### src/rtl/dsfp_pkg.sv
// ----------------------------------------------------------------------------
// dsfp_pkg: shared types and constants of the display settings frame parser
// Frame geometry, register indexes, reset values and the command format that
// passes from the byte classifier to the frame decoder.
// ----------------------------------------------------------------------------
`default_nettype none

package dsfp_pkg;

  // Frame buffer geometry.
  localparam int FRAME_BYTES = 13;
  localparam int SLOT_W      = $clog2(FRAME_BYTES);
  localparam logic [SLOT_W-1:0] LAST_SLOT  = SLOT_W'(FRAME_BYTES - 1);
  localparam logic [SLOT_W-1:0] FIRST_SLOT = '0;
  // Slot that carries the reported check and stays out of the XOR.
  localparam logic [SLOT_W-1:0] CHECK_SLOT = SLOT_W'(5);

  // Configuration registers.
  localparam int CFG_INDEX_W = 2;
  localparam logic [CFG_INDEX_W-1:0] REG_FRAME_DELIMITER = CFG_INDEX_W'(0);
  localparam logic [CFG_INDEX_W-1:0] REG_CHECK_OFFSET    = CFG_INDEX_W'(1);
  localparam logic [7:0] DELIMITER_RESET = 8'd14;
  localparam logic [7:0] OFFSET_RESET    = 8'd12;

  // Decode constants.
  localparam logic [2:0] WALK_CODE      = 3'd6;
  localparam logic [5:0] MAX_SPEED_BASE = 6'd10;

  // Command queue between classifier and decoder.
  localparam int CMD_DEPTH = 2;
  localparam int CMD_PTR_W = (CMD_DEPTH > 1) ? $clog2(CMD_DEPTH) : 1;
  localparam int CMD_CNT_W = $clog2(CMD_DEPTH + 1);

  // One command: either store a byte into a slot, or close the frame.
  typedef struct packed {
    logic              is_close;
    logic [SLOT_W-1:0] slot;
    logic [7:0]        data;
  } cmd_t;

  // Queue fill status.
  typedef struct packed {
    logic full;
    logic empty;
  } fifo_status_t;

  // Decoder activity, seen by the top level.
  typedef struct packed {
    logic idle;
    logic sweeping;
  } back_status_t;

endpackage

`default_nettype wire

### src/rtl/dsfp_front.sv
// ----------------------------------------------------------------------------
// dsfp_front: received byte classifier
// Tracks frame framing and the write index, and turns each received byte
// into a store command, a close command, or nothing.
// ----------------------------------------------------------------------------
`default_nettype none

module dsfp_front (
  input  wire logic                  clk,
  input  wire logic                  rst_n,
  input  wire logic                  in_valid,
  output logic                       in_ready,
  input  wire logic [7:0]            in_rx_byte,
  input  wire logic [7:0]            frame_delimiter,
  input  wire dsfp_pkg::fifo_status_t fifo_st,
  output logic                       cmd_push,
  output dsfp_pkg::cmd_t             cmd
);

  logic                        in_frame_r, in_frame_nxt;
  logic [dsfp_pkg::SLOT_W-1:0] wr_idx_r, wr_idx_nxt;
  logic                        accept;
  logic                        is_delim;

  // A byte is taken only when the queue can hold whatever it produces.
  assign in_ready = !fifo_st.full;
  assign accept   = in_valid && in_ready;
  assign is_delim = (in_rx_byte == frame_delimiter);

  // Command fields follow the current byte and index.
  assign cmd.is_close = is_delim;
  assign cmd.slot     = wr_idx_r;
  assign cmd.data     = in_rx_byte;
  assign cmd_push     = accept && in_frame_r;

  // Framing state and the saturating write index.
  always_comb begin
    in_frame_nxt = in_frame_r;
    wr_idx_nxt   = wr_idx_r;
    if (accept) begin
      if (!in_frame_r) begin
        if (is_delim) begin
          in_frame_nxt = 1'b1;
        end
      end else if (is_delim) begin
        in_frame_nxt = 1'b0;
        wr_idx_nxt   = dsfp_pkg::FIRST_SLOT;
      end else if (wr_idx_r != dsfp_pkg::LAST_SLOT) begin
        wr_idx_nxt = wr_idx_r + 1'b1;
      end
    end
  end

  always_ff @(posedge clk) begin
    if (!rst_n) begin
      in_frame_r <= 1'b0;
      wr_idx_r   <= dsfp_pkg::FIRST_SLOT;
    end else begin
      in_frame_r <= in_frame_nxt;
      wr_idx_r   <= wr_idx_nxt;
    end
  end

endmodule

`default_nettype wire

### src/rtl/dsfp_cmd_fifo.sv
// ----------------------------------------------------------------------------
// dsfp_cmd_fifo: command queue
// A short first-in first-out queue that decouples the classifier from the
// decoder, so each side stalls on its own.
// ----------------------------------------------------------------------------
`default_nettype none

module dsfp_cmd_fifo (
  input  wire logic                  clk,
  input  wire logic                  rst_n,
  input  wire logic                  push,
  input  wire dsfp_pkg::cmd_t        push_cmd,
  input  wire logic                  pop,
  output dsfp_pkg::cmd_t             head_cmd,
  output dsfp_pkg::fifo_status_t     status
);

  localparam logic [dsfp_pkg::CMD_PTR_W-1:0] PTR_LAST =
    dsfp_pkg::CMD_PTR_W'(dsfp_pkg::CMD_DEPTH - 1);
  localparam logic [dsfp_pkg::CMD_CNT_W-1:0] CNT_FULL =
    dsfp_pkg::CMD_CNT_W'(dsfp_pkg::CMD_DEPTH);

  dsfp_pkg::cmd_t                 entry_r [dsfp_pkg::CMD_DEPTH];
  logic [dsfp_pkg::CMD_PTR_W-1:0] wr_ptr_r, wr_ptr_nxt;
  logic [dsfp_pkg::CMD_PTR_W-1:0] rd_ptr_r, rd_ptr_nxt;
  logic [dsfp_pkg::CMD_CNT_W-1:0] count_r, count_nxt;
  logic                           do_push, do_pop;

  assign status.full  = (count_r == CNT_FULL);
  assign status.empty = (count_r == '0);
  assign do_push      = push && !status.full;
  assign do_pop       = pop && !status.empty;
  assign head_cmd     = entry_r[rd_ptr_r];

  // Pointer and fill count update.
  always_comb begin
    wr_ptr_nxt = wr_ptr_r;
    rd_ptr_nxt = rd_ptr_r;
    count_nxt  = count_r;
    if (do_push) begin
      wr_ptr_nxt = (wr_ptr_r == PTR_LAST) ? '0 : wr_ptr_r + 1'b1;
    end
    if (do_pop) begin
      rd_ptr_nxt = (rd_ptr_r == PTR_LAST) ? '0 : rd_ptr_r + 1'b1;
    end
    if (do_push && !do_pop) begin
      count_nxt = count_r + 1'b1;
    end else if (do_pop && !do_push) begin
      count_nxt = count_r - 1'b1;
    end
  end

  always_ff @(posedge clk) begin
    if (!rst_n) begin
      wr_ptr_r <= '0;
      rd_ptr_r <= '0;
      count_r  <= '0;
    end else begin
      wr_ptr_r <= wr_ptr_nxt;
      rd_ptr_r <= rd_ptr_nxt;
      count_r  <= count_nxt;
    end
  end

  // Entry storage needs no reset.
  always_ff @(posedge clk) begin
    if (do_push) begin
      entry_r[wr_ptr_r] <= push_cmd;
    end
  end

endmodule

`default_nettype wire

### src/rtl/dsfp_back.sv
// ----------------------------------------------------------------------------
// dsfp_back: frame buffer and decoder
// Executes queued commands: stores bytes into the frame buffer, and on a
// close sweeps the buffer one byte per cycle to build the XOR check, then
// decodes the settings into the output register.
// ----------------------------------------------------------------------------
`default_nettype none

module dsfp_back (
  input  wire logic                  clk,
  input  wire logic                  rst_n,
  input  wire logic                  cmd_valid,
  input  wire dsfp_pkg::cmd_t        cmd,
  output logic                       cmd_pop,
  input  wire logic [7:0]            check_offset,
  output dsfp_pkg::back_status_t     status,
  output logic                       out_valid,
  input  wire logic                  out_ready,
  output logic [2:0]                 out_assist_level,
  output logic                       out_walk_assist,
  output logic                       out_light_on,
  output logic                       out_cruise_request,
  output logic [5:0]                 out_max_speed,
  output logic [4:0]                 out_wheel_size_code,
  output logic [7:0]                 out_p1_value,
  output logic [4:0]                 out_p_flag_bits,
  output logic [7:0]                 out_p5_value,
  output logic [24:0]                out_c_fields,
  output logic [7:0]                 out_computed_check,
  output logic [7:0]                 out_reported_check
);

  localparam logic [1:0] ST_IDLE  = 2'd0;
  localparam logic [1:0] ST_SWEEP = 2'd1;
  localparam logic [1:0] ST_EMIT  = 2'd2;

  logic [1:0]                  state_r, state_nxt;
  logic [dsfp_pkg::SLOT_W-1:0] sweep_idx_r, sweep_idx_nxt;
  logic [7:0]                  xor_acc_r, xor_acc_nxt;
  logic [2:0]                  held_level_r, held_level_nxt;
  logic                        out_valid_r, out_valid_nxt;
  logic [7:0]                  buf_r [dsfp_pkg::FRAME_BYTES];
  logic                        store_en;
  logic                        load_out;

  // Decoded fields.
  logic [7:0]  b0, b1, b2, b3, b4, b5, b6, b7, b8, b9, b10;
  logic        walk;
  logic [2:0]  level_dec;
  logic [5:0]  speed_dec;
  logic [24:0] c_dec;

  assign cmd_pop         = (state_r == ST_IDLE) && cmd_valid;
  assign store_en        = cmd_pop && !cmd.is_close;
  assign load_out        = (state_r == ST_EMIT) && (!out_valid_r || out_ready);
  assign status.idle     = (state_r == ST_IDLE);
  assign status.sweeping = (state_r == ST_SWEEP);
  assign out_valid       = out_valid_r;

  // Sequencer: dispatch, XOR sweep, then wait for the output register.
  always_comb begin
    state_nxt     = state_r;
    sweep_idx_nxt = sweep_idx_r;
    xor_acc_nxt   = xor_acc_r;
    case (state_r)
      ST_IDLE: begin
        if (cmd_pop && cmd.is_close) begin
          state_nxt     = ST_SWEEP;
          sweep_idx_nxt = dsfp_pkg::FIRST_SLOT;
          xor_acc_nxt   = '0;
        end
      end
      ST_SWEEP: begin
        if (sweep_idx_r != dsfp_pkg::CHECK_SLOT) begin
          xor_acc_nxt = xor_acc_r ^ buf_r[sweep_idx_r];
        end
        if (sweep_idx_r == dsfp_pkg::LAST_SLOT) begin
          state_nxt = ST_EMIT;
        end else begin
          sweep_idx_nxt = sweep_idx_r + 1'b1;
        end
      end
      ST_EMIT: begin
        if (load_out) begin
          state_nxt = ST_IDLE;
        end
      end
      default: begin
        state_nxt = ST_IDLE;
      end
    endcase
  end

  // Output valid and the held assist level.
  always_comb begin
    out_valid_nxt  = out_valid_r;
    held_level_nxt = held_level_r;
    if (out_valid_r && out_ready) begin
      out_valid_nxt = 1'b0;
    end
    if (load_out) begin
      out_valid_nxt  = 1'b1;
      held_level_nxt = level_dec;
    end
  end

  always_ff @(posedge clk) begin
    if (!rst_n) begin
      state_r      <= ST_IDLE;
      sweep_idx_r  <= dsfp_pkg::FIRST_SLOT;
      xor_acc_r    <= '0;
      held_level_r <= '0;
      out_valid_r  <= 1'b0;
    end else begin
      state_r      <= state_nxt;
      sweep_idx_r  <= sweep_idx_nxt;
      xor_acc_r    <= xor_acc_nxt;
      held_level_r <= held_level_nxt;
      out_valid_r  <= out_valid_nxt;
    end
  end

  // Frame buffer; it reads as zeros after reset.
  always_ff @(posedge clk) begin
    if (!rst_n) begin
      for (int i = 0; i < dsfp_pkg::FRAME_BYTES; i++) begin
        buf_r[i] <= '0;
      end
    end else if (store_en) begin
      buf_r[cmd.slot] <= cmd.data;
    end
  end

  // Field decode from fixed buffer slots.
  assign b0  = buf_r[0];
  assign b1  = buf_r[1];
  assign b2  = buf_r[2];
  assign b3  = buf_r[3];
  assign b4  = buf_r[4];
  assign b5  = buf_r[5];
  assign b6  = buf_r[6];
  assign b7  = buf_r[7];
  assign b8  = buf_r[8];
  assign b9  = buf_r[9];
  assign b10 = buf_r[10];

  // In walk assist the level repeats the last held one.
  assign walk      = (b1[2:0] == dsfp_pkg::WALK_CODE);
  assign level_dec = walk ? held_level_r : b1[2:0];
  assign speed_dec = (dsfp_pkg::MAX_SPEED_BASE + {1'b0, b2[7:3]}) | {b4[5], 5'b0};
  // C14, C13, C12, C5, C4, C2 (masked 0x37), C1 from high bits down.
  assign c_dec = {b7[6:5], b10[4:2], b9[3:0], b7[3:0], b8[7:5],
                  b6[5:4], 1'b0, b6[2:0], b6[5:3]};

  // Result register; payload needs no reset.
  always_ff @(posedge clk) begin
    if (load_out) begin
      out_assist_level    <= level_dec;
      out_walk_assist     <= walk;
      out_light_on        <= b1[7];
      out_cruise_request  <= b8[4];
      out_max_speed       <= speed_dec;
      out_wheel_size_code <= {b2[2:0], b4[7:6]};
      out_p1_value        <= b3;
      out_p_flag_bits     <= b4[4:0];
      out_p5_value        <= b0;
      out_c_fields        <= c_dec;
      out_computed_check  <= xor_acc_r - check_offset;
      out_reported_check  <= b5;
    end
  end

endmodule

`default_nettype wire

### src/rtl/display_settings_frame_parser_top.sv
// ----------------------------------------------------------------------------
// display_settings_frame_parser_top: display link settings frame parser
// Frames received bytes between delimiters and decodes the settings frame.
// Flow: a closing delimiter yields its result after queue dispatch, the XOR
//   sweep of the frame buffer and the output load.
// Throughput: data bytes are taken one per cycle while the queue is not full;
//   a closing delimiter holds the decoder for the one-byte-per-cycle sweep.
// Reset: synchronous active-low rst_n clears framing, queue, buffer (to zero),
//   held assist level and the registers to their defaults (14 and 12).
// ----------------------------------------------------------------------------
`default_nettype none

module display_settings_frame_parser_top (
  input  wire logic                              clk,
  input  wire logic                              rst_n,
  input  wire logic                              in_valid,
  output logic                                   in_ready,
  input  wire logic [7:0]                        in_rx_byte,
  input  wire logic                              cfg_valid,
  output logic                                   cfg_ready,
  input  wire logic [dsfp_pkg::CFG_INDEX_W-1:0]  cfg_index,
  input  wire logic [7:0]                        cfg_data,
  output logic                                   out_valid,
  input  wire logic                              out_ready,
  output logic [2:0]                             out_assist_level,
  output logic                                   out_walk_assist,
  output logic                                   out_light_on,
  output logic                                   out_cruise_request,
  output logic [5:0]                             out_max_speed,
  output logic [4:0]                             out_wheel_size_code,
  output logic [7:0]                             out_p1_value,
  output logic [4:0]                             out_p_flag_bits,
  output logic [7:0]                             out_p5_value,
  output logic [24:0]                            out_c_fields,
  output logic [7:0]                             out_computed_check,
  output logic [7:0]                             out_reported_check
);

  logic [7:0]             delim_r, delim_nxt;
  logic [7:0]             offset_r, offset_nxt;
  logic                   cfg_wr;
  logic                   cmd_push;
  logic                   cmd_pop;
  dsfp_pkg::cmd_t         push_cmd;
  dsfp_pkg::cmd_t         head_cmd;
  dsfp_pkg::fifo_status_t fifo_st;
  dsfp_pkg::back_status_t back_st;

  // Configuration registers; writes to unknown indexes are dropped.
  assign cfg_ready = 1'b1;
  assign cfg_wr    = cfg_valid && cfg_ready;

  always_comb begin
    delim_nxt  = delim_r;
    offset_nxt = offset_r;
    if (cfg_wr) begin
      case (cfg_index)
        dsfp_pkg::REG_FRAME_DELIMITER: delim_nxt  = cfg_data;
        dsfp_pkg::REG_CHECK_OFFSET:    offset_nxt = cfg_data;
        default: begin
        end
      endcase
    end
  end

  always_ff @(posedge clk) begin
    if (!rst_n) begin
      delim_r  <= dsfp_pkg::DELIMITER_RESET;
      offset_r <= dsfp_pkg::OFFSET_RESET;
    end else begin
      delim_r  <= delim_nxt;
      offset_r <= offset_nxt;
    end
  end

  // Byte classifier.
  dsfp_front u_front (
    .clk             (clk),
    .rst_n           (rst_n),
    .in_valid        (in_valid),
    .in_ready        (in_ready),
    .in_rx_byte      (in_rx_byte),
    .frame_delimiter (delim_r),
    .fifo_st         (fifo_st),
    .cmd_push        (cmd_push),
    .cmd             (push_cmd)
  );

  // Command queue.
  dsfp_cmd_fifo u_fifo (
    .clk      (clk),
    .rst_n    (rst_n),
    .push     (cmd_push),
    .push_cmd (push_cmd),
    .pop      (cmd_pop),
    .head_cmd (head_cmd),
    .status   (fifo_st)
  );

  // Frame buffer and decoder.
  dsfp_back u_back (
    .clk                 (clk),
    .rst_n               (rst_n),
    .cmd_valid           (!fifo_st.empty),
    .cmd                 (head_cmd),
    .cmd_pop             (cmd_pop),
    .check_offset        (offset_r),
    .status              (back_st),
    .out_valid           (out_valid),
    .out_ready           (out_ready),
    .out_assist_level    (out_assist_level),
    .out_walk_assist     (out_walk_assist),
    .out_light_on        (out_light_on),
    .out_cruise_request  (out_cruise_request),
    .out_max_speed       (out_max_speed),
    .out_wheel_size_code (out_wheel_size_code),
    .out_p1_value        (out_p1_value),
    .out_p_flag_bits     (out_p_flag_bits),
    .out_p5_value        (out_p5_value),
    .out_c_fields        (out_c_fields),
    .out_computed_check  (out_computed_check),
    .out_reported_check  (out_reported_check)
  );

  // The queue can never report full and empty together.
  a_fifo_status: assert property (@(posedge clk) disable iff (!rst_n)
    !(fifo_st.full && fifo_st.empty))
    else $error("command queue reports full and empty at once");

  // Store commands never address past the last buffer slot.
  a_slot_range: assert property (@(posedge clk) disable iff (!rst_n)
    (cmd_push && !push_cmd.is_close) |-> (push_cmd.slot <= dsfp_pkg::LAST_SLOT))
    else $error("store command beyond the frame buffer");

  // The decoder takes a command only while idle, never mid-sweep.
  a_pop_idle: assert property (@(posedge clk) disable iff (!rst_n)
    cmd_pop |-> (back_st.idle && !back_st.sweeping))
    else $error("command taken while the decoder is busy");

  // A finished sweep is followed by the emit step, not a new dispatch.
  a_sweep_end: assert property (@(posedge clk) disable iff (!rst_n)
    $fell(back_st.sweeping) |-> !back_st.idle)
    else $error("sweep ended without an output load step");

endmodule

`default_nettype wire
### config.mk
export PLATFORM = sky130hd
export DESIGN_NAME = display_settings_frame_parser_top
export DESIGN_NICKNAME = d
export VERILOG_FILES = /design/src/rtl/dsfp_pkg.sv /design/src/rtl/dsfp_front.sv /design/src/rtl/dsfp_cmd_fifo.sv /design/src/rtl/dsfp_back.sv /design/src/rtl/display_settings_frame_parser_top.sv
export SDC_FILE = /design/constraint.sdc
export NUM_CORES = 1
export LEC_CHECK = 0
export BUFFER_PORTS_ARGS = -buffer_cell sky130_fd_sc_hd__buf_2
export CAP_MARGIN = 5
export CORE_ASPECT_RATIO = 1.2
export CORE_UTILIZATION = 50
export DETAILED_ROUTE_END_ITERATION = 10
export GPL_TIMING_DRIVEN = 0
export PLACE_DENSITY_LB_ADDON = 0.08
export SKIP_LAST_GASP = 1
export SLEW_MARGIN = 20
export SYNTH_ARGS = -nofsm -noshare
export SYNTH_HDL_FRONTEND = slang
export SYNTH_SLANG_ARGS = --single-unit
### constraint.sdc
create_clock -name clk -period 9.5 [get_ports clk]
set_input_delay 1.9 -clock clk [delete_from_list [all_inputs] [get_ports clk]]
set_output_delay 1.9 -clock clk [all_outputs]
set_load 0.01 [all_outputs]
==> summary.txt <==
Finish
  • Register area: 0.00787 sq mm
  • Layout overhead on the synthesized area: 16.2%
  • Layout Nets: 940
  • Layout cells sized above 1: 21.9%
  • Area of the multi-input gates: 0.00313 sq mm
  • Final non-filler cell total: 1202
  • Inserted Diodes: 0
  • Fillers: 1787
  • Most frequent cells in the layout: edfxtp_1, nor2_1, buf_2
  • Commonest non-fill, non-tap cell in the layout: edfxtp_1

Synth
  • Top post-synthesis cells by area: edfxtp_1, dfxtp_1, nor2_1, mux4_2, mux2i_1
  • Most used DFF post-synth: edfxtp_1
  • Yosys reg bits: 278
  • Dominant cell type by area after synthesis: edfxtp_1
  • Syn Std Cell Area: 0.0113 sq mm
  • Top cell type's share of synthesized area: 60.9%
  • Seq/Total Area, Yosys: 69.3%
  • Synth Warn #: 0
  • Post-synth EDFFs: 230
  • Mapped Cells: 771
  • Syn_area_per_cell: 14.7 sq um
  • Total nets after synthesis: 809
  • Post-synth ARST share: 0%
  • Yosys cell types: 54

STA
  • Slew margin rel.: 27.5%
  • Clk_skew: 18.2 ps
  • RSZ-0062 raised after global routing: no
  • Minimum clock period: 3480 ps
  • Final Max Slew Viols: 0
  • Fmax: 0.288 GHz
  • Final Hold Viols: 0
  • Worst-Margin Slew: 1090 ps
  • Setup Viol. Count Final: 0
  • Final setup TNS: 0 ps
  • Final worst-path cycle share: 36.6%

Floorplanning
  • Site Rows: 60
  • Die height: 167 microns
  • Core area: 0.0224 sq mm
  • Io pins: 105
  • Die X: 140 microns
  • Initial Utilization: 50.7%
  • DIE AREA: 0.0233 sq mm

Clocking
  • Hold-fix buffers, CTS: 0
  • Clk slew on worst S/H paths: 60 ps
  • CTS tree: done
  • Sink Count: 278
  • CTS Buf Count: 27
  • Clock Tree Root: clkbuf_16
  • Setup bufs post-CTS: 0
  • H-tree levels: 1
  • Cts repair resizes: 0
  • Clk_lat worst skew: 540 ps
  • CTS max path bufs: 3

Critical path
  • Data arrival time of the worst path: 3660 ps
  • CP Data Required Time: 9680 ps
  • Worst setup EP type: flip-flop
  • Worst-path fanout max: 9
  • Crit start category: input pin
  • Setup CP Type: in2reg

Global routing
  • Pin count of the biggest net entering global routing: 50
  • Total grt overflow: 0
  • Initial antenna violation count: 0
  • First-pass GRT wire length: 38100 microns
  • Total GRT Usage: 22.0%
  • Vias in the first global route: 6694

Routing
  • 1st-iter DRT viols: 446
  • Total wire length: 25200 microns
  • Metal-1 WL: 9950 microns
  • Via count: 6608
  • Top routing layer in use: met4
  • Initial DRT Pass Iterations: 7
  • Vias per cell: 5.50
  • DR WL/cell: 21.0 microns
  • Met2 wire len: 13600 microns
  • Routed length on met3: 1160 microns
  • Post-route ant nets: 0
  • Number of remaining DRC errors: 0

Place
  • IO Port Bufs: 101
  • Placer Congestion: 0.814
  • Dpl cells: 1152
  • HPWL after detailed placement: 18000 microns

Status
  • Status: complete, no violations

Run
  • Max-cap violations: 0

Worst hold path
  • Worst hold path type: reg2reg

Power
  • PD cells: 211 mW/mm^2
  • Peak VDD IR: 0.154 mV
  • P_leak: 4.81 nW
power breakdown:
group          internal (mW)  switching (mW)
clock                  0.688           0.451
combinational         0.0915           0.160
sequential              1.37          0.0280
total                   2.15           0.639
final cells by class:
| type | count | area share, % |
|---|---|---|
| Multi-Input combinational cell | 425 | 23.7 |
| Sequential cell | 278 | 59.7 |
| Timing Repair Buffer | 102 | 4.04 |
| Tap cell | 279 | 2.65 |
| Buffer | 38 | 1.85 |
| Clock inverter | 18 | 1.94 |
| Clock buffer | 32 | 5.27 |
| Inverter | 30 | 0.854 |
registers in the layout (all words and copies together) (netlist names), 2 cells and up, named ones only:
name,cells
delim_r,8
out_c_fields,10
u_back.buf_r,128
u_back.state_r,2
u_back.out_max_speed,6
u_back.out_reported_check,8
u_back.out_p_flag_bits,5
offset_r,8
u_back.xor_acc_r,8
u_back.out_wheel_size_code,5
u_back.sweep_idx_r,4
u_back.out_p5_value,8
u_back.out_c_fields,12
u_front.wr_idx_r,4
u_back.held_level_r,3
u_back.out_p1_value,8
u_fifo.count_r,2
u_fifo.entry_r,26
u_back.out_assist_level,3
u_back.out_computed_check,8
logic make-up (layout without fill, tap and decap cells):
| logic type | count (synthesis) | in the layout | synth area share, % |
|---|---|---|---|
| DFF | 278 | 278 | 69.3 |
| muxes | 78 | 78 | 10.8 |
| buffers and inverters | 68 | 220 | 3.11 |
| and+or+nand+nor | 264 | 264 | 10.6 |
| AOI/OAI and AO/OA | 42 | 42 | 2.55 |
| other | 2 | 2 | 0.0662 |
| adders and majority gates | 15 | 15 | 1.72 |
| xor gates and xnor gates | 24 | 24 | 1.85 |
per-layer routing:
metal | track usage, % | up-vias
li1 | - | 3072
met5 | 0 | -
met4 | 6.76 | 0
met2 | 40.8 | 197
met3 | 2.85 | 38
met1 | 26.3 | 3301
cells in the mapped netlist (3+ instances only):
cell	number
edfxtp_1	230
nor2_1	144
dfxtp_1	48
mux2i_1	44
nand2_1	38
nor3_1	31
inv_1	27
mux4_2	21
xnor2_1	18
clkbuf_1	15
ha_1	14
mux4_1	11
a21oi_1	10
buf_2	10
o21ai_0	10
nor3_2	9
nand3_1	7
nor2b_1	7
o21a_1	7
nand2b_1	6
xor2_1	6
buf_4	5
nand4_1	5
and2_1	4
buf_6	3
clkinv_1	3
nor3b_1	3
or2_1	3
final timing paths:
kind | start | end | slack, ps | cells past startpoint
worst max-delay path | rst_n | u_back.buf_r[4][3]$_SDFFCE_PN0P_ | 6020 | 5
worst min register to register | u_back.buf_r[7][3]$_SDFFCE_PN0P_ | u_back.out_c_fields[15]$_DFFE_PP_ | 450 | 0
worst min-delay path | u_back.buf_r[7][3]$_SDFFCE_PN0P_ | u_back.out_c_fields[15]$_DFFE_PP_ | 450 | 0
worst max register to register | u_back.state_r[0]$_SDFFE_PN0P_ | u_back.buf_r[15][6]$_DFFE_PP_ | 6830 | 5
per-stage QoR:
step           utilization [%]  worst slack [ps]  hold WS [ps]  instance area, sq um  power, mW
3_3_place_gp              54.5              3650           430                 12200       1.66
2_1_floorplan                -              4630           417                 11300       1.59
4_1_cts                   58.9              5980           447                 13200       2.80
3_5_place_dp              54.7              5430           434                 12200       1.67
5_1_grt                   58.9              5860           454                 13200       2.87
6_report                  58.9              6020           446                 13200       2.79
critical path, cell delays in order:
cell	delay, ps
clkbuf_1	380
nand2_1	170
nor2_1	370
nand2_1	370
nand2_1	460
Note: power is estimated with default switching activity, not from simulation.
